$ cat config.mk
export PLATFORM = sky130hd
export DESIGN_NAME = tga_rle_pixel_decoder_flat
export DESIGN_NICKNAME = d
export VERILOG_FILES = /design/src/design/tga_rle_pkg.sv /design/src/design/tga_rle_if.sv /design/src/design/tga_rle_cfg_regs.sv /design/src/design/tga_rle_core.sv /design/src/design/tga_rle_out_stage.sv /design/src/design/tga_rle_pixel_decoder.sv /design/src/flat_wrapper.sv
export SDC_FILE = /design/constraint.sdc
export NUM_CORES = 1
export LEC_CHECK = 0
export BUFFER_PORTS_ARGS = -buffer_cell sky130_fd_sc_hd__buf_2
export CAP_MARGIN = 20
export CORE_UTILIZATION = 45
export DETAILED_ROUTE_END_ITERATION = 7
export HOLD_SLACK_MARGIN = 0.03
export PLACE_DENSITY_LB_ADDON = 0.25
export SLEW_MARGIN = 10
export SYNTH_ARGS = -nofsm -noshare
export SYNTH_HDL_FRONTEND = slang
export SYNTH_SLANG_ARGS = --single-unit
$ cat constraint.sdc
create_clock -name clk -period 16.72 [get_ports clk]
set_input_delay 3.344 -clock clk [delete_from_list [all_inputs] [get_ports clk]]
set_output_delay 3.344 -clock clk [all_outputs]
set_load 0.05 [all_outputs]
$ cat src/design/tga_rle_pkg.sv
// Shared types, constants and helper functions for the run-length coded targa pixel decoder.
// Depends on nothing; every other design file imports it.
`default_nettype none

package tga_rle_pkg;

    localparam int unsigned BYTE_W     = 8;
    localparam int unsigned FORMAT_W   = 2;
    localparam int unsigned PIXELS_W   = 32;
    localparam int unsigned COUNT_W    = 8;
    localparam int unsigned HELD_W     = 24;
    localparam int unsigned IDX_W      = 2;
    localparam int unsigned CFG_ADDR_W = 1;
    localparam int unsigned CFG_DATA_W = 32;

    localparam logic [CFG_ADDR_W-1:0] CFG_PIXEL_FORMAT = 1'b0;
    localparam logic [CFG_ADDR_W-1:0] CFG_IMAGE_PIXELS = 1'b1;

    localparam logic [FORMAT_W-1:0] FMT_MONO = 2'd0;
    localparam logic [FORMAT_W-1:0] FMT_RGB  = 2'd1;

    localparam logic [FORMAT_W-1:0] FORMAT_RESET       = FMT_RGB;
    localparam logic [PIXELS_W-1:0] IMAGE_PIXELS_RESET = 32'd1;

    localparam int unsigned     RUN_FLAG_BIT = 7;
    localparam logic [6:0]      COUNT_MASK   = 7'h7F;
    localparam logic [COUNT_W-1:0] MAX_RUN   = 8'd128;

    typedef struct packed {
        logic [FORMAT_W-1:0] pixel_format;
        logic [PIXELS_W-1:0] image_pixels;
    } cfg_t;

    typedef struct packed {
        logic [BYTE_W-1:0]  chan0;
        logic [BYTE_W-1:0]  chan1;
        logic [BYTE_W-1:0]  chan2;
        logic [BYTE_W-1:0]  chan3;
        logic [COUNT_W-1:0] repeat_count;
        logic               image_done;
    } pixel_t;

    // Index of the byte that completes a pixel; format code three acts as four-byte mode.
    function automatic logic [IDX_W-1:0] last_byte_index(input logic [FORMAT_W-1:0] fmt);
        logic [IDX_W-1:0] idx;
        case (fmt)
            FMT_MONO: idx = 2'd0;
            FMT_RGB:  idx = 2'd2;
            default:  idx = 2'd3;
        endcase
        return idx;
    endfunction

endpackage

`default_nettype wire

$ cat src/design/tga_rle_if.sv
// Handshake interfaces for the byte stream, the decoded pixel stream and the configuration writes.
// Depends on tga_rle_pkg.
`default_nettype none

interface tga_rle_byte_if;
    import tga_rle_pkg::*;
    logic              valid;
    logic              ready;
    logic [BYTE_W-1:0] stream_byte;
    modport source (output valid, output stream_byte, input ready);
    modport sink (input valid, input stream_byte, output ready);
endinterface

interface tga_rle_pix_if;
    import tga_rle_pkg::*;
    logic               valid;
    logic               ready;
    logic [BYTE_W-1:0]  chan0;
    logic [BYTE_W-1:0]  chan1;
    logic [BYTE_W-1:0]  chan2;
    logic [BYTE_W-1:0]  chan3;
    logic [COUNT_W-1:0] repeat_count;
    logic               image_done;
    modport source (output valid, output chan0, output chan1, output chan2, output chan3,
                    output repeat_count, output image_done, input ready);
    modport sink (input valid, input chan0, input chan1, input chan2, input chan3,
                  input repeat_count, input image_done, output ready);
endinterface

interface tga_rle_cfg_if;
    import tga_rle_pkg::*;
    logic                  valid;
    logic                  ready;
    logic [CFG_ADDR_W-1:0] addr;
    logic [CFG_DATA_W-1:0] data;
    modport source (output valid, output addr, output data, input ready);
    modport sink (input valid, input addr, input data, output ready);
endinterface

`default_nettype wire

$ cat src/design/tga_rle_cfg_regs.sv
// Configuration registers for pixel format and image size, written over the configuration channel.
// Depends on tga_rle_pkg and tga_rle_if.
`default_nettype none

module tga_rle_cfg_regs (
    input  wire logic          clk,
    input  wire logic          rst_n,
    tga_rle_cfg_if.sink        cfg,
    output tga_rle_pkg::cfg_t  cfg_out
);
    import tga_rle_pkg::*;

    logic [FORMAT_W-1:0] pixel_format_reg;
    logic [PIXELS_W-1:0] image_pixels_reg;

    assign cfg.ready = 1'b1;

    always_ff @(posedge clk or negedge rst_n)
    begin
        if (!rst_n)
        begin
            pixel_format_reg <= FORMAT_RESET;
            image_pixels_reg <= IMAGE_PIXELS_RESET;
        end
        else if (cfg.valid)
        begin
            case (cfg.addr)
                CFG_PIXEL_FORMAT: pixel_format_reg <= cfg.data[FORMAT_W-1:0];
                CFG_IMAGE_PIXELS: image_pixels_reg <= cfg.data[PIXELS_W-1:0];
                default: ;
            endcase
        end
    end

    assign cfg_out.pixel_format = pixel_format_reg;
    assign cfg_out.image_pixels = image_pixels_reg;

endmodule

`default_nettype wire

$ cat src/design/tga_rle_core.sv
// Input register, packet and pixel state, and the single-pass decode of one stream byte.
// Depends on tga_rle_pkg and tga_rle_if.
`default_nettype none

module tga_rle_core (
    input  wire logic           clk,
    input  wire logic           rst_n,
    tga_rle_byte_if.sink        stream,
    input  wire tga_rle_pkg::cfg_t cfg,
    input  wire logic           res_ready,
    output logic                res_valid,
    output tga_rle_pkg::pixel_t res
);
    import tga_rle_pkg::*;

    logic                in_valid_reg;
    logic [BYTE_W-1:0]   in_byte_reg;
    logic                expect_header_reg, expect_header_next;
    logic                packet_is_run_reg, packet_is_run_next;
    logic [COUNT_W-1:0]  packet_left_reg, packet_left_next;
    logic [IDX_W-1:0]    byte_idx_reg, byte_idx_next;
    logic [HELD_W-1:0]   held_reg, held_next;
    logic [PIXELS_W-1:0] emitted_reg, emitted_next;

    logic                proc;
    logic [IDX_W-1:0]    last_idx;
    logic [COUNT_W-1:0]  count;
    logic [COUNT_W-1:0]  left_after;
    logic                below;
    logic [PIXELS_W-1:0] remaining;
    logic                count_covers;
    logic [COUNT_W-1:0]  rep;
    logic                emit_ok;
    logic                done_chk;

    assign proc         = in_valid_reg && res_ready;
    assign stream.ready = !in_valid_reg || res_ready;

    always_ff @(posedge clk or negedge rst_n)
    begin
        if (!rst_n)
        begin
            in_valid_reg <= 1'b0;
        end
        else if (stream.ready)
        begin
            in_valid_reg <= stream.valid;
        end
    end

    always_ff @(posedge clk)
    begin
        if (stream.valid && stream.ready)
        begin
            in_byte_reg <= stream.stream_byte;
        end
    end

    assign last_idx = last_byte_index(cfg.pixel_format);

    always_comb
    begin
        count = packet_is_run_reg ? packet_left_reg : COUNT_W'(1);
        if (count > packet_left_reg)
        begin
            count = packet_left_reg;
        end
    end

    assign left_after   = packet_left_reg - count;
    assign below        = emitted_reg < cfg.image_pixels;
    assign remaining    = cfg.image_pixels - emitted_reg;
    assign count_covers = PIXELS_W'(count) >= remaining;
    assign rep          = count_covers ? remaining[COUNT_W-1:0] : count;
    assign emit_ok      = (count != '0) && below;
    assign done_chk     = emit_ok ? count_covers : !below;

    always_comb
    begin
        expect_header_next = expect_header_reg;
        packet_is_run_next = packet_is_run_reg;
        packet_left_next   = packet_left_reg;
        byte_idx_next      = byte_idx_reg;
        held_next          = held_reg;
        emitted_next       = emitted_reg;
        res_valid          = 1'b0;
        if (proc)
        begin
            if (expect_header_reg)
            begin
                packet_is_run_next = in_byte_reg[RUN_FLAG_BIT];
                packet_left_next   = {1'b0, in_byte_reg[6:0] & COUNT_MASK} + COUNT_W'(1);
                byte_idx_next      = '0;
                expect_header_next = 1'b0;
            end
            else if (byte_idx_reg < last_idx)
            begin
                case (byte_idx_reg)
                    2'd0:    held_next[7:0]   = in_byte_reg;
                    2'd1:    held_next[15:8]  = in_byte_reg;
                    2'd2:    held_next[23:16] = in_byte_reg;
                    default: ;
                endcase
                byte_idx_next = byte_idx_reg + IDX_W'(1);
            end
            else
            begin
                byte_idx_next    = '0;
                packet_left_next = left_after;
                if (emit_ok)
                begin
                    emitted_next = emitted_reg + PIXELS_W'(rep);
                    res_valid    = 1'b1;
                end
                if (left_after == '0)
                begin
                    expect_header_next = 1'b1;
                    if (done_chk)
                    begin
                        emitted_next = '0;
                    end
                end
            end
        end
    end

    always_comb
    begin
        case (last_idx)
            2'd0:
            begin
                res.chan0 = in_byte_reg;
                res.chan1 = '0;
                res.chan2 = '0;
                res.chan3 = '0;
            end
            2'd2:
            begin
                res.chan0 = in_byte_reg;
                res.chan1 = held_reg[15:8];
                res.chan2 = held_reg[7:0];
                res.chan3 = '0;
            end
            default:
            begin
                res.chan0 = held_reg[23:16];
                res.chan1 = held_reg[15:8];
                res.chan2 = held_reg[7:0];
                res.chan3 = in_byte_reg;
            end
        endcase
        res.repeat_count = rep;
        res.image_done   = count_covers;
    end

    always_ff @(posedge clk or negedge rst_n)
    begin
        if (!rst_n)
        begin
            expect_header_reg <= 1'b1;
            packet_is_run_reg <= 1'b0;
            packet_left_reg   <= '0;
            byte_idx_reg      <= '0;
            held_reg          <= '0;
            emitted_reg       <= '0;
        end
        else
        begin
            expect_header_reg <= expect_header_next;
            packet_is_run_reg <= packet_is_run_next;
            packet_left_reg   <= packet_left_next;
            byte_idx_reg      <= byte_idx_next;
            held_reg          <= held_next;
            emitted_reg       <= emitted_next;
        end
    end

    // A decoded pixel always covers at least one and at most one full run of image pixels.
    a_repeat_range: assert property (@(posedge clk) disable iff (!rst_n)
        res_valid |-> (res.repeat_count != '0) && (res.repeat_count <= MAX_RUN))
        else $error("repeat count out of range");

    // A header byte never produces a pixel.
    a_header_silent: assert property (@(posedge clk) disable iff (!rst_n)
        proc && expect_header_reg |-> !res_valid)
        else $error("pixel emitted on a header byte");

    // Inside a packet at least one pixel is still owed.
    a_packet_open: assert property (@(posedge clk) disable iff (!rst_n)
        !expect_header_reg |-> packet_left_reg != '0)
        else $error("open packet with no pixels left");

    // A held byte that cannot move on stays in the input register.
    a_input_hold: assert property (@(posedge clk) disable iff (!rst_n)
        in_valid_reg && !res_ready |=> in_valid_reg && $stable(in_byte_reg))
        else $error("input byte lost while stalled");

endmodule

`default_nettype wire

$ cat src/design/tga_rle_out_stage.sv
// Result register that holds one decoded pixel until the pixel channel takes it.
// Depends on tga_rle_pkg and tga_rle_if.
`default_nettype none

module tga_rle_out_stage (
    input  wire logic           clk,
    input  wire logic           rst_n,
    input  wire logic           res_valid,
    input  wire tga_rle_pkg::pixel_t res,
    output logic                res_ready,
    tga_rle_pix_if.source       pixel
);
    import tga_rle_pkg::*;

    logic   out_valid_reg;
    pixel_t out_data_reg;

    assign res_ready = !out_valid_reg || pixel.ready;

    always_ff @(posedge clk or negedge rst_n)
    begin
        if (!rst_n)
        begin
            out_valid_reg <= 1'b0;
        end
        else if (res_ready)
        begin
            out_valid_reg <= res_valid;
        end
    end

    always_ff @(posedge clk)
    begin
        if (res_valid && res_ready)
        begin
            out_data_reg <= res;
        end
    end

    assign pixel.valid        = out_valid_reg;
    assign pixel.chan0        = out_data_reg.chan0;
    assign pixel.chan1        = out_data_reg.chan1;
    assign pixel.chan2        = out_data_reg.chan2;
    assign pixel.chan3        = out_data_reg.chan3;
    assign pixel.repeat_count = out_data_reg.repeat_count;
    assign pixel.image_done   = out_data_reg.image_done;

endmodule

`default_nettype wire

$ cat src/design/tga_rle_pixel_decoder.sv
// A pixel passes from the input register through the result register to the pixel channel
// after its last byte is transferred; a stall on the pixel channel can hold it in between.
// One stream byte per cycle when not stalled; packet and pixel counters update in one pass.
// Stalls on the pixel channel hold the input register and back up the stream channel.
// Reset clears the packet state and counters; pixel format resets to three-byte colour
// and the image size to one pixel. No memory, so no clearing pass is needed.
`default_nettype none

module tga_rle_pixel_decoder (
    input  wire logic     clk,
    input  wire logic     rst_n,
    tga_rle_byte_if.sink  stream,
    tga_rle_pix_if.source pixel,
    tga_rle_cfg_if.sink   cfg
);
    import tga_rle_pkg::*;

    cfg_t   cfg_q;
    logic   res_valid;
    logic   res_ready;
    pixel_t res;

    tga_rle_cfg_regs u_cfg_regs (
        .clk     (clk),
        .rst_n   (rst_n),
        .cfg     (cfg),
        .cfg_out (cfg_q)
    );

    tga_rle_core u_core (
        .clk       (clk),
        .rst_n     (rst_n),
        .stream    (stream),
        .cfg       (cfg_q),
        .res_ready (res_ready),
        .res_valid (res_valid),
        .res       (res)
    );

    tga_rle_out_stage u_out_stage (
        .clk       (clk),
        .rst_n     (rst_n),
        .res_valid (res_valid),
        .res       (res),
        .res_ready (res_ready),
        .pixel     (pixel)
    );

endmodule

`default_nettype wire

$ cat src/flat_wrapper.sv
// flat-port wrapper written by rule: the top's interface ports become plain ports
module tga_rle_pixel_decoder_flat import tga_rle_pkg::*;
  (clk, rst_n, stream_valid, stream_stream_byte, stream_ready, pixel_valid, pixel_chan0, pixel_chan1, pixel_chan2, pixel_chan3, pixel_repeat_count, pixel_image_done, pixel_ready, cfg_valid, cfg_addr, cfg_data, cfg_ready);
  tga_rle_byte_if stream_i ();
  tga_rle_pix_if pixel_i ();
  tga_rle_cfg_if cfg_i ();
  input  wire logic clk;
  input  wire logic rst_n;
  input wire logic [$bits(stream_i.valid)-1:0] stream_valid;
  input wire logic [$bits(stream_i.stream_byte)-1:0] stream_stream_byte;
  output wire logic [$bits(stream_i.ready)-1:0] stream_ready;
  output wire logic [$bits(pixel_i.valid)-1:0] pixel_valid;
  output wire logic [$bits(pixel_i.chan0)-1:0] pixel_chan0;
  output wire logic [$bits(pixel_i.chan1)-1:0] pixel_chan1;
  output wire logic [$bits(pixel_i.chan2)-1:0] pixel_chan2;
  output wire logic [$bits(pixel_i.chan3)-1:0] pixel_chan3;
  output wire logic [$bits(pixel_i.repeat_count)-1:0] pixel_repeat_count;
  output wire logic [$bits(pixel_i.image_done)-1:0] pixel_image_done;
  input wire logic [$bits(pixel_i.ready)-1:0] pixel_ready;
  input wire logic [$bits(cfg_i.valid)-1:0] cfg_valid;
  input wire logic [$bits(cfg_i.addr)-1:0] cfg_addr;
  input wire logic [$bits(cfg_i.data)-1:0] cfg_data;
  output wire logic [$bits(cfg_i.ready)-1:0] cfg_ready;
  assign stream_i.valid = stream_valid;
  assign stream_i.stream_byte = stream_stream_byte;
  assign stream_ready = stream_i.ready;
  assign pixel_valid = pixel_i.valid;
  assign pixel_chan0 = pixel_i.chan0;
  assign pixel_chan1 = pixel_i.chan1;
  assign pixel_chan2 = pixel_i.chan2;
  assign pixel_chan3 = pixel_i.chan3;
  assign pixel_repeat_count = pixel_i.repeat_count;
  assign pixel_image_done = pixel_i.image_done;
  assign pixel_i.ready = pixel_ready;
  assign cfg_i.valid = cfg_valid;
  assign cfg_i.addr = cfg_addr;
  assign cfg_i.data = cfg_data;
  assign cfg_ready = cfg_i.ready;
  tga_rle_pixel_decoder u_core (.clk(clk), .rst_n(rst_n), .stream(stream_i), .pixel(pixel_i), .cfg(cfg_i));
endmodule
Word level (Yosys, flattened, before mapping)
Index checks and enable logic that the tools add are counted.

Input port bits: 46. Logic and storage cells: 78. Bits in registers: 153. Output and inout port bits: 44.

$lt $le $gt $ge: 4. Mux-type cells: 20. Add/sub/neg operators: 5. Reduce and logical (&&, ||, !) cells: 22. Equality and inequality tests: 5. Bitwise gates (word level): 3.

Operators with widths (number): $mux 32 (3); $pmux 32 s2 (1); $mux 8 (5); $add 32x8->32 (1); $ge 8x32->1 (1); $lt 32x32->1 (1); $sub 32x32->32 (1); $reduce_and 4->1 (3); $add 7x1->8 const B (1); $gt 8x8->1 (1); $logic_not 8->1 (1); $mux 1 (8); $reduce_and 2->1 (4); $reduce_bool 8->1 (1); $sub 8x8->8 (1); $logic_not 2->1 (3); $eq 2x1->1 const B (2); $eq 2x2->1 const B (2); $logic_and 1x1->1 (4); $mux 2 (2); $pmux 2 s2 (1); $logic_not 1->1 (3); $not 1->1 (3); $reduce_and 3->1 (1); 4 further kinds (5).

Depth between registers and ports, before layout
Gate-level depths: netlist of run 1.

Depth after elaboration: 10. Gate-level depth with buffers: 31. Depth with buffers taken out: 31.

Hierarchy
A second synthesis of run 1 with hierarchy kept.

Cells, all modules: 1002. Area, all modules: 10060.9 µm².

Modules (own cells, without submodules): tga_rle_core (cells each 882, sequential area each 1968.1 µm², area each 7369.6 µm², instances 1); tga_rle_cfg_regs (cells each 75, sequential area each 853.3 µm², area each 1406.3 µm², instances 1); tga_rle_out_stage (cells each 45, sequential area each 1256.2 µm², area each 1285.0 µm², instances 1).

Worst setup path after synthesis of run 1
OpenSTA, ideal clock, no wires.

Kind: in2out. Start point: input port pixel_ready. End point: output port stream_ready. Path slack: 9549 ps. Stages: 1. Arrival: 3827 ps. Path buffers: 0. Data required time: 13376 ps. Cell sequence: nand3b_1.

Word-level cells in the longest chain between the ends: 2.

RTL lines: from (decl) (line flat_wrapper.sv:19) `input wire logic [$bits(pixel_i.ready)-1:0] pixel_ready;`; $logic_or 1x1->1 (line tga_rle_out_stage.sv:18) `assign res_ready = !out_valid_reg || pixel.ready;`; $logic_or 1x1->1 (line tga_rle_core.sv:37) `assign stream.ready = !in_valid_reg || res_ready;`; to (decl) (line flat_wrapper.sv:11) `output wire logic [$bits(stream_i.ready)-1:0] stream_ready;`.

No other way between the ends.

==> results of run 1 <==
-- worst paths after layout --
path,startpoint,slack [ps],to,cells after the start
min in group asynchronous,rst_n,2910,u_core.u_core.held_reg[9],1
hold reg to reg,u_core.u_core.held_reg[6],500,u_core.u_core.held_reg[6],1
max in group asynchronous,rst_n,12580,u_core.u_cfg_regs.image_pixels_reg[31],2
setup / recovery,u_core.u_cfg_regs.image_pixels_reg[0],9430,u_core.u_core.emitted_reg[26],32
setup reg to reg,u_core.u_cfg_regs.image_pixels_reg[0],9430,u_core.u_core.emitted_reg[26],32
hold / removal,u_core.u_core.held_reg[6],500,u_core.u_core.held_reg[6],1
-- worst max-delay path, delay by kind of cell (launching register included) --
family	cells	cell delay [ps]
buf+inv	3	330
mux	1	350
flops	1	530
compound gates	8	1590
xor+xnor	2	250
fa+ha+maj	4	1140
simple gates	14	3050
-- cells by family (layout without fill, tap and decap cells) --
kind of cell,count (synthesis),count (layout),share of synthesized area (%)
XOR/XNOR,49,49,4.40
adder cells (fa/ha/maj),62,62,8.12
flip-flops,153,153,41.8
multiplexers,88,88,9.94
AO/OA/AOI/OAI,202,202,13.4
other,1,1,0.0385
buffers and inverters,117,202,4.81
AND/OR/NAND/NOR,332,332,17.4
-- routing by layer --
layer	wire length (um)	global-route usage, %	vias to the layer above	part of all wire (%)
met5	0	0	-	0
met4	456	6.12	0	1.9
met3	1300	3.82	33	5.3
met2	11600	37.5	235	47
met1	11200	31.5	3762	45
li1	-	-	3757	-
-- area by class of cell --
class                           instances  area, um2  share of cell area, %
Clock buffer                           17        425                   3.86
Clock inverter                         15        178                   1.61
Inverter                               73        274                   2.49
Multi-Input combinational cell        734       5200                   47.2
Sequential cell                       153       4080                   37.0
Tap cell                              275        344                   3.13
Timing Repair Buffer                   97        510                   4.64
-- metrics by stage --
step                cells  power [W]  worst slack (ps)  utilization, %  hold WS [ps]
floorplan            1004    0.00111              9550               -           471
global placement     1331    0.00128              9520            49.1           479
detailed placement   1331    0.00130              9180            49.1           485
CTS                  1363    0.00169              9100            52.0           501
global route         1364    0.00181              8920            52.0           517
finish               1364    0.00169              9430            52.0           499
-- cell usage after synthesis, types with 14 or more instances --
library cell | instances | area share [%]
dfrtp_1 | 101 | 26
nand2_1 | 98 | 3.8
inv_1 | 72 | 2.8
mux2_2 | 70 | 8.1
a21oi_1 | 62 | 3.2
ha_1 | 60 | 7.7
nor2_1 | 55 | 2.1
edfxtp_1 | 49 | 15
o21ai_0 | 37 | 1.9
xnor2_1 | 37 | 3.3
clkbuf_1 | 28 | 1.1
nand3_1 | 28 | 1.4
nor3_1 | 26 | 1.3
nor2b_1 | 22 | 1.4
nand4_1 | 21 | 1.3
mux2i_1 | 18 | 1.8
a211oi_1 | 17 | 1.3
a21o_1 | 17 | 1.3
and2_1 | 15 | 0.96
nor4_1 | 14 | 0.90
-- cells in the final DEF, fill, tap and decap left out, drive strengths merged, types with 26 or more instances in the layout --
| master | count |
|---|---|
| inv | 79 |
| xnor2 | 37 |
| edfxtp | 49 |
| nand3 | 28 |
| mux2 | 70 |
| buf | 96 |
| o21ai | 38 |
| ha | 60 |
| a21oi | 62 |
| nor2 | 57 |
| dfrtp | 101 |
| nand2 | 98 |
| nor3 | 26 |
-- where the power goes --
group / internal [W] / switching (W) / leakage (nW) / total, W
logic: 0.000308 / 0.000459 / 2.90 / 0.000767
clock network: 0.000203 / 0.000188 / 0.292 / 0.000391
registers: 0.000479 / 0.0000568 / 1.66 / 0.000536
total: 0.000989 / 0.000704 / 4.85 / 0.00169
==> impl_metrics.yaml, run 1 <==
finish:
  fin_area_um2: 11000
  drive_above_1_share_pct: 19.7
  syn2layout_area_growth_pct: 13.0
  fill_cells: 1959
  n_antenna_cell: 0
  nets: 1184
synth:
  syn-num-nets: 1112
  avgSynthCellArea_um2: 9.71
  yosysWarnings: 0
  netlist_instances: 1004
  synth.distinct_cells: 69
  ys_seq_area_share_pct: 41.8
  synth_ff_type: "dfrtp_1"
  syn_area_um2: 9740
  ys_ff_latch: 153
  synth_edf_count: 49
  async_reset_ff_share_pct: 68.0
floorplanning:
  coreArea_um2: 21200
  die_w_um: 149
  initial_core_util_pct: 46.1
  rows: 53
  chipHeight_um: 149
  die_area_um2: 22200
  pin_count: 90
timing:
  fmax_ghz: 0.137
  fin_crit_ps: 7290
  hold_violations: 0
  finalCritPeriodShare_pct: 43.6
  timing.setup.tns_ps: 0
  relSlewSlack_pct: 26.8
  grt_setup_unrepaired: "false"
  drv_slew: 0
  worstMarginPinSlew_ps: 1090
  setup_viol: 0
  skew_ps: 20.8
route:
  drt_pass1_iterations: 5
  route.detailed.drc: 0
  drt_iter0_markers: 576
  num_vias: 7787
  wl_um: 24600
  viasPerCell: 5.71
  antenna_left: 0
  wire_per_inst_um: 18.0
setup_path:
  crit_fanout: 9
  end_kind: "register"
  path_class: "register to register"
  slowest_stage: "or4b_2"
  arrival_ps: 7660
  cp.required_ps: 17090
  slowest_delay_ps: 630
  crit_path_frequent_cell: "o21ai_0"
  cp-start-kind: "register"
clock_tree:
  ctsRootBufferMaster: "clkbuf_16"
  cts_sinks: 153
  cts_buffer_depth: 2
  cts_tree: "done"
  htree_num_levels: 4
  post_cts_buffers: 0
  clkLatencyLatePin_ps: 440
  cts_hold_buf: 0
  clk_pin_slew_ps: 70
  numCtsBuffers: 17
  ctsResizeCount: 0
pwr:
  leakagePower_nw: 4.85
  power_density_nw_per_um2: 154
  ir_worst_vdd_v: 0.0000729
grt:
  antenna_found_initial: 0
  grt_use_total_pct: 23.0
  grt_pass1_vias: 7291
  grt_overflow: 0
  grt_max_degree: 61
  grt_pass1_wl_um: 39400
placement:
  io_buffers: 88
  hpwl_um: 18200
  place.gp.congestion: 0.903
  dpl_cell_area_um2: 10400
outcome:
  status: "completed"
run:
  drv_cap: 0
min_path:
  min_path_type: "register to register"
(Power assumes the default switching activity.)
==> run 2: changes to the inputs <==
ABC_AREA = 1   (was default)
clock period = 7.3 ns   (was 16.72 ns; I/O delays follow)
==> run 2 against run 1 <==
Non-clock buffer count down 5. Largest cell class unchanged. Core utilization fell by 0.20 points. Critical path depth rose by 3. Combinational power increased to 2.6 times the previous value. Synthesized area rose by 6.5%. Final area increased by 6.6%. Worst hold slack improved by 2.4 ps. Global-route usage grew 0.15 points. Sequential share of layout area is 2.3 points lower. Sequential cell count unchanged. Synthesized cell count grew 38%. Worst setup slack got worse by 7600 ps.
==> impl_metrics.yaml, run 2 <==
outcome:
  status: "completed"
pwr:
  power_w: 0.00414
  ir_worst_vdd_v: 0.000176
  power_density_nw_per_um2: 353
  leakagePower_nw: 6.09
  p_clk_share_pct: 22.6
  seqPwrFrac_pct: 30.0
  p_comb_share_pct: 47.4
  switching_power_w: 0.00190
  power.internal_w: 0.00224
  switching_share_pct: 45.9
synth:
  yosysMostFrequentCell: "nand2_1"
  synth_mux_area_share_pct: 3.26
  synth_common_cells: "412 x nand2_1, 254 x inv_1, 111 x nor2_1"
  ys_seq_area_share_pct: 39.3
  ys_top_cells_by_area: "dfrtp_1 24%, nand2_1 15%, edfxtp_1 14%, inv_1 9.2%, ha_1 7.2%"
  synth_simple_gate_area_share_pct: 28.3
  synth_top_family_by_area: "simple AND/OR/NAND/NOR gates"
  syn-num-nets: 1496
  syn_area_um2: 10400
  yosysWarnings: 0
  synth-xor-area-share_pct: 3.21
  synth.distinct_cells: 47
  yosysTopAreaCell: "dfrtp_1"
  netlist_instances: 1388
  synthAdderAreaFrac_pct: 7.62
  synth_compound_area_share_pct: 7.83
  synth_top_area_share_pct: 24.4
  synth_edf_count: 49
  synth_ff_type: "dfrtp_1"
  avgSynthCellArea_um2: 7.48
  async_reset_ff_share_pct: 68.0
  ys_ff_latch: 153
clock_tree:
  cts_tree: "done"
  clkLatencyLatePin_ps: 440
  htree_num_levels: 4
  cts_buffer_depth: 2
  clk_pin_slew_ps: 80
  post_cts_buffers: 0
  cts_sinks: 153
  numCtsBuffers: 17
  ctsRootBufferMaster: "clkbuf_16"
  cts_hold_buf: 0
  ctsResizeCount: 0
finish:
  layoutNonFillerInstCount: 1776
  layout_common_cells: "412 x nand2_1, 253 x inv_1, 111 x nor2_1"
  drive_above_1_share_pct: 15.0
  fill_cells: 2216
  nets: 1586
  syn2layout_area_growth_pct: 13.1
  mostFrequentLayoutCell: "nand2_1"
  n_antenna_cell: 0
placement:
  placed_cells: 1744
  hpwl_um: 20600
  place.gp.congestion: 0.926
  io_buffers: 88
timing:
  timing.setup.tns_ps: 0
  finalCritPeriodShare_pct: 75.1
  setup_viol: 0
  hold_slack_ps: 501
  fin_crit_ps: 5480
  drv_slew: 0
  hold_violations: 0
  skew_ps: 16.3
  worstMarginPinSlew_ps: 1020
  grt_setup_unrepaired: "false"
  relSlewSlack_pct: 31.8
  fmax_ghz: 0.182
setup_path:
  worst_r2r_path_depth: 35
  slowest_delay_ps: 550
  path_depth: 35
  cp-start-kind: "register"
  critPathTopFamily: "simple AND/OR/NAND/NOR gates"
  arrival_ps: 5790
  r2r_slack_ps: 1820
  end_kind: "register"
  worstReg2RegStart: "u_core.u_core.packet_left_reg[6]"
  crit_fanout: 16
  crit_path_frequent_cell: "nand2_1"
  critPathBufInv: 4
  cp.required_ps: 7610
  path_class: "register to register"
  reg2reg_to: "u_core.u_core.emitted_reg[24]"
  slowest_stage: "nor4_1"
grt:
  antenna_found_initial: 0
  grt_max_degree: 73
  grt_use_total_pct: 23.1
  grt_pass1_wl_um: 42800
  grt_overflow: 0
  grt_pass1_vias: 8302
floorplanning:
  rows: 55
  chipHeight_um: 154
  coreArea_um2: 22600
  pin_count: 90
  initial_core_util_pct: 45.8
  die_w_um: 154
  die_area_um2: 23700
route:
  num_vias: 8858
  antenna_left: 0
  drt_pass1_iterations: 5
  wire_per_inst_um: 14.9
  route.detailed.drc: 0
  wl_um: 26400
  viasPerCell: 4.99
  drt_iter0_markers: 547
run:
  drv_cap: 0
min_path:
  min_path_type: "register to register"
  hold_path_startpoint: "u_core.u_cfg_regs.image_pixels_reg[0]"
  hold_end: "u_core.u_cfg_regs.image_pixels_reg[0]"
  whs_path_depth: 2
run 2: changes by cell type after synthesis, moves of 27 or more:
cell and change:
nand2_1 +314, inv_1 +182, nor2_1 +56, mux2_2 -40, xnor2_1 -27
run 2: power by group through the flow:
stage | logic [W] | registers [W] | clock network [W]
6_report | 0.00196 | 0.00124 | 0.000936
4_1_cts | 0.00196 | 0.00124 | 0.000950
5_1_grt | 0.00223 | 0.00127 | 0.000986
2_1_floorplan | 0.00141 | 0.00132 | 0
3_3_place_gp | 0.00192 | 0.00125 | 0
3_5_place_dp | 0.00195 | 0.00126 | 0
run 2: cell type report:
| type | count | area, um2 | area share, % |
|---|---|---|---|
| Inverter | 261 | 980 | 8.35 |
| Multi-Input combinational cell | 953 | 5220 | 44.5 |
| Tap cell | 285 | 357 | 3.04 |
| Sequential cell | 153 | 4080 | 34.7 |
| Clock buffer | 17 | 425 | 3.63 |
| Clock inverter | 15 | 206 | 1.76 |
| Timing Repair Buffer | 92 | 473 | 4.03 |
run 2: logic make-up (layout without fill, tap and decap cells):
logic type / Yosys count / after routing
compound gates: 147 / 147
xor+xnor: 38 / 38
other cells: 1 / 1
buf+inv: 282 / 385
flops: 153 / 153
simple gates: 675 / 675
mux: 30 / 30
fa+ha+maj: 62 / 62
run 2: layer usage:
layer | track usage [%] | vias to the layer above | part of all wire [%]
met2 | 37.3 | 186 | 46
met3 | 3.27 | 27 | 3.7
met5 | 0 | - | 0
li1 | - | 4557 | -
met1 | 32.2 | 4088 | 48
met4 | 6.90 | 0 | 2.1
run 2: worst register-to-register path, delay by kind of cell (launching register included):
| family | cells | cell delay [ps] |
|---|---|---|
| buffers and inverters | 4 | 310 |
| adders and majority gates | 3 | 830 |
| and+or+nand+nor | 20 | 2610 |
| AOI/OAI and AO/OA | 7 | 1030 |
| xor gates and xnor gates | 1 | 190 |
| DFF | 1 | 410 |
run 2: through the flow:
step           util, %  worst slack [ps]  cell area (um2)
6_report          51.8              1820            11700
3_3_place_gp      49.0              2080            11100
3_5_place_dp      49.0              1910            11100
5_1_grt           51.8              1280            11700
2_1_floorplan        -              2580            10400
4_1_cts           51.8              1860            11700
run 2: how the worst max path moves through the flow:
stage / start / endpoint / slack (ps)
after floorplan: u_core.u_core.packet_left_reg[6] / u_core.u_core.emitted_reg[24] / 2580
after global placement: u_core.u_core.packet_left_reg[6] / u_core.u_core.emitted_reg[24] / 2080
after detailed placement: u_core.u_core.packet_left_reg[6] / u_core.u_core.emitted_reg[24] / 1910
after CTS: u_core.u_core.packet_left_reg[6] / u_core.u_core.emitted_reg[24] / 1860
after global routing: u_core.u_core.packet_left_reg[6] / u_core.u_core.emitted_reg[24] / 1280
final: u_core.u_core.packet_left_reg[6] / u_core.u_core.emitted_reg[24] / 1820
==> run 3: changes to the inputs <==
clock period = 4.8 ns   (was 7.3 ns; I/O delays follow)
==> run 3 against run 2 <==
Sequential share of layout area decreased by 2.7 points. Wire length rose by 7.2%. Sequential power rose by 50%. Die area unchanged. Total power grew 68%. Clock skew rose by 0.59 ps. Worst setup slack worse by 1800 ps. Critical path depth fell by 3. Worst hold slack better by 4.6 ps. Via count grew 5.6%.
==> impl_metrics.yaml, run 3 (same netlist as run 2, synthesis figures left out) <==
route:
  antenna_left: 0
  wire_per_inst_um: 15.4
  viasPerCell: 5.07
  route.detailed.drc: 0
  drt_iter0_markers: 497
  num_vias: 9350
  drt_pass1_iterations: 5
  wl_um: 28300
timing:
  relSlewSlack_pct: 34.9
  setup_viol: 0
  grt_setup_unrepaired: "true"
  fin_crit_ps: 4790
  hold_slack_ps: 506
  skew_ps: 16.8
  drv_slew: 0
  finalCritPeriodShare_pct: 99.9
  hold_violations: 0
  fmax_ghz: 0.209
  worstMarginPinSlew_ps: 973
grt:
  antenna_found_initial: 0
  grt_use_total_pct: 23.8
  grt_pass1_vias: 8494
  grt_pass1_wl_um: 43500
  grt_overflow: 0
  grt_max_degree: 43
run:
  drv_cap: 0
pwr:
  power_density_nw_per_um2: 545
  power_w: 0.00694
  ir_worst_vdd_v: 0.000273
  leakagePower_nw: 6.47
setup_path:
  slowest_delay_ps: 560
  cp.required_ps: 5170
  path_class: "register to register"
  crit_fanout: 7
  cp-start-kind: "register"
  slowest_stage: "fa_2"
  arrival_ps: 5160
  end_kind: "register"
  reg2reg_to: "u_core.u_core.emitted_reg[31]"
  crit_path_frequent_cell: "nand2_1"
  r2r_slack_ps: 6
  worstReg2RegStart: "u_core.u_core.emitted_reg[0]"
  worst_r2r_path_depth: 32
finish:
  syn2layout_area_growth_pct: 22.7
  nets: 1653
  layoutNonFillerInstCount: 1843
  mostFrequentLayoutCell: "nand2_1"
  n_antenna_cell: 0
  layout_common_cells: "397 x nand2_1, 237 x inv_1, 100 x dfrtp_1"
  drive_above_1_share_pct: 24.9
  fill_cells: 2102
clock_tree:
  ctsRootBufferMaster: "clkbuf_16"
  cts_tree: "done"
  cts_sinks: 153
  numCtsBuffers: 17
  cts_hold_buf: 0
  clk_pin_slew_ps: 80
  cts_buffer_depth: 2
  clkLatencyLatePin_ps: 440
  htree_num_levels: 4
min_path:
  whs_path_depth: 2
  min_path_type: "register to register"
  hold_path_startpoint: "u_core.u_cfg_regs.pixel_format_reg[0]"
  hold_end: "u_core.u_cfg_regs.pixel_format_reg[0]"
floorplanning:
  rows: 55
  die_area_um2: 23700
  die_w_um: 154
  pin_count: 90
  chipHeight_um: 154
  initial_core_util_pct: 45.8
  coreArea_um2: 22600
placement:
  hpwl_um: 21600
  place.gp.congestion: 0.971
  io_buffers: 88
  placed_cells: 1791
outcome:
  status: "completed"
run 3: critical path, delay by kind of cell, from the launching register on:
family / cells / cell delay [ps]
simple gates: 21 / 2280
fa+ha+maj: 4 / 1350
flops: 1 / 420
compound gates: 4 / 390
buf+inv: 3 / 270
run 3: repair_timing:
item                       in CTS  in global routing
cloned                          0                  1
setup endpoints to repair      10                 22
gates resized for setup        12                105
pin swaps                       5                 42
setup buffers                   0                 19
hold endpoints to repair        0                  0
run 3: routing by layer:
layer	part of all wire, %	vias up	GRT usage, %
li1	-	4690	-
met1	47	4394	32.7
met2	47	228	38.6
met3	4.0	38	3.44
met4	2.5	0	7.24
met5	0	-	0
run 3: final cells by class:
type	instances	area, um2	share of cell area, %
flip-flops and latches	153	4080	32.0
inverters	261	982	7.71
multi-input cells	953	5670	44.6
well taps	285	357	2.80
repair buffers	159	1010	7.93
clock inverters	15	206	1.62
clock buffers	17	425	3.34
run 3: how the worst max path moves through the flow:
stage | start | end | slack (ps) | cells past startpoint
2_1_floorplan | u_core.u_core.packet_left_reg[6] | u_core.u_core.emitted_reg[24] | 80 | 36
3_3_place_gp | u_core.u_core.emitted_reg[1] | u_core.u_core.emitted_reg[24] | 30 | 34
3_5_place_dp | u_core.u_core.emitted_reg[1] | u_core.u_core.emitted_reg[24] | -170 | 34
4_1_cts | u_core.u_core.packet_left_reg[6] | u_core.u_core.emitted_reg[24] | 2 | 35
5_1_grt | u_core.u_core.emitted_reg[1] | u_core.u_core.emitted_reg[31] | -290 | 34
6_report | u_core.u_core.emitted_reg[0] | u_core.u_core.emitted_reg[31] | 6 | 32
run 3: per-stage QoR:
stage          cell area, um2  utilization [%]  worst slack [ps]  TNS [ps]
2_1_floorplan           10400                -              75.6         0
3_3_place_gp            11500             50.7              30.8         0
3_5_place_dp            11500             50.7              -168      -671
4_1_cts                 12200             53.7              1.72         0
5_1_grt                 12700             56.2              -293     -3830
6_report                12700             56.2              5.69         0
run 3: report_power, final:
group | total [W] | internal, W | switching [W]
logic | 0.00365 | 0.00137 | 0.00228
registers | 0.00186 | 0.00169 | 0.000175
clock network | 0.00143 | 0.000726 | 0.000702
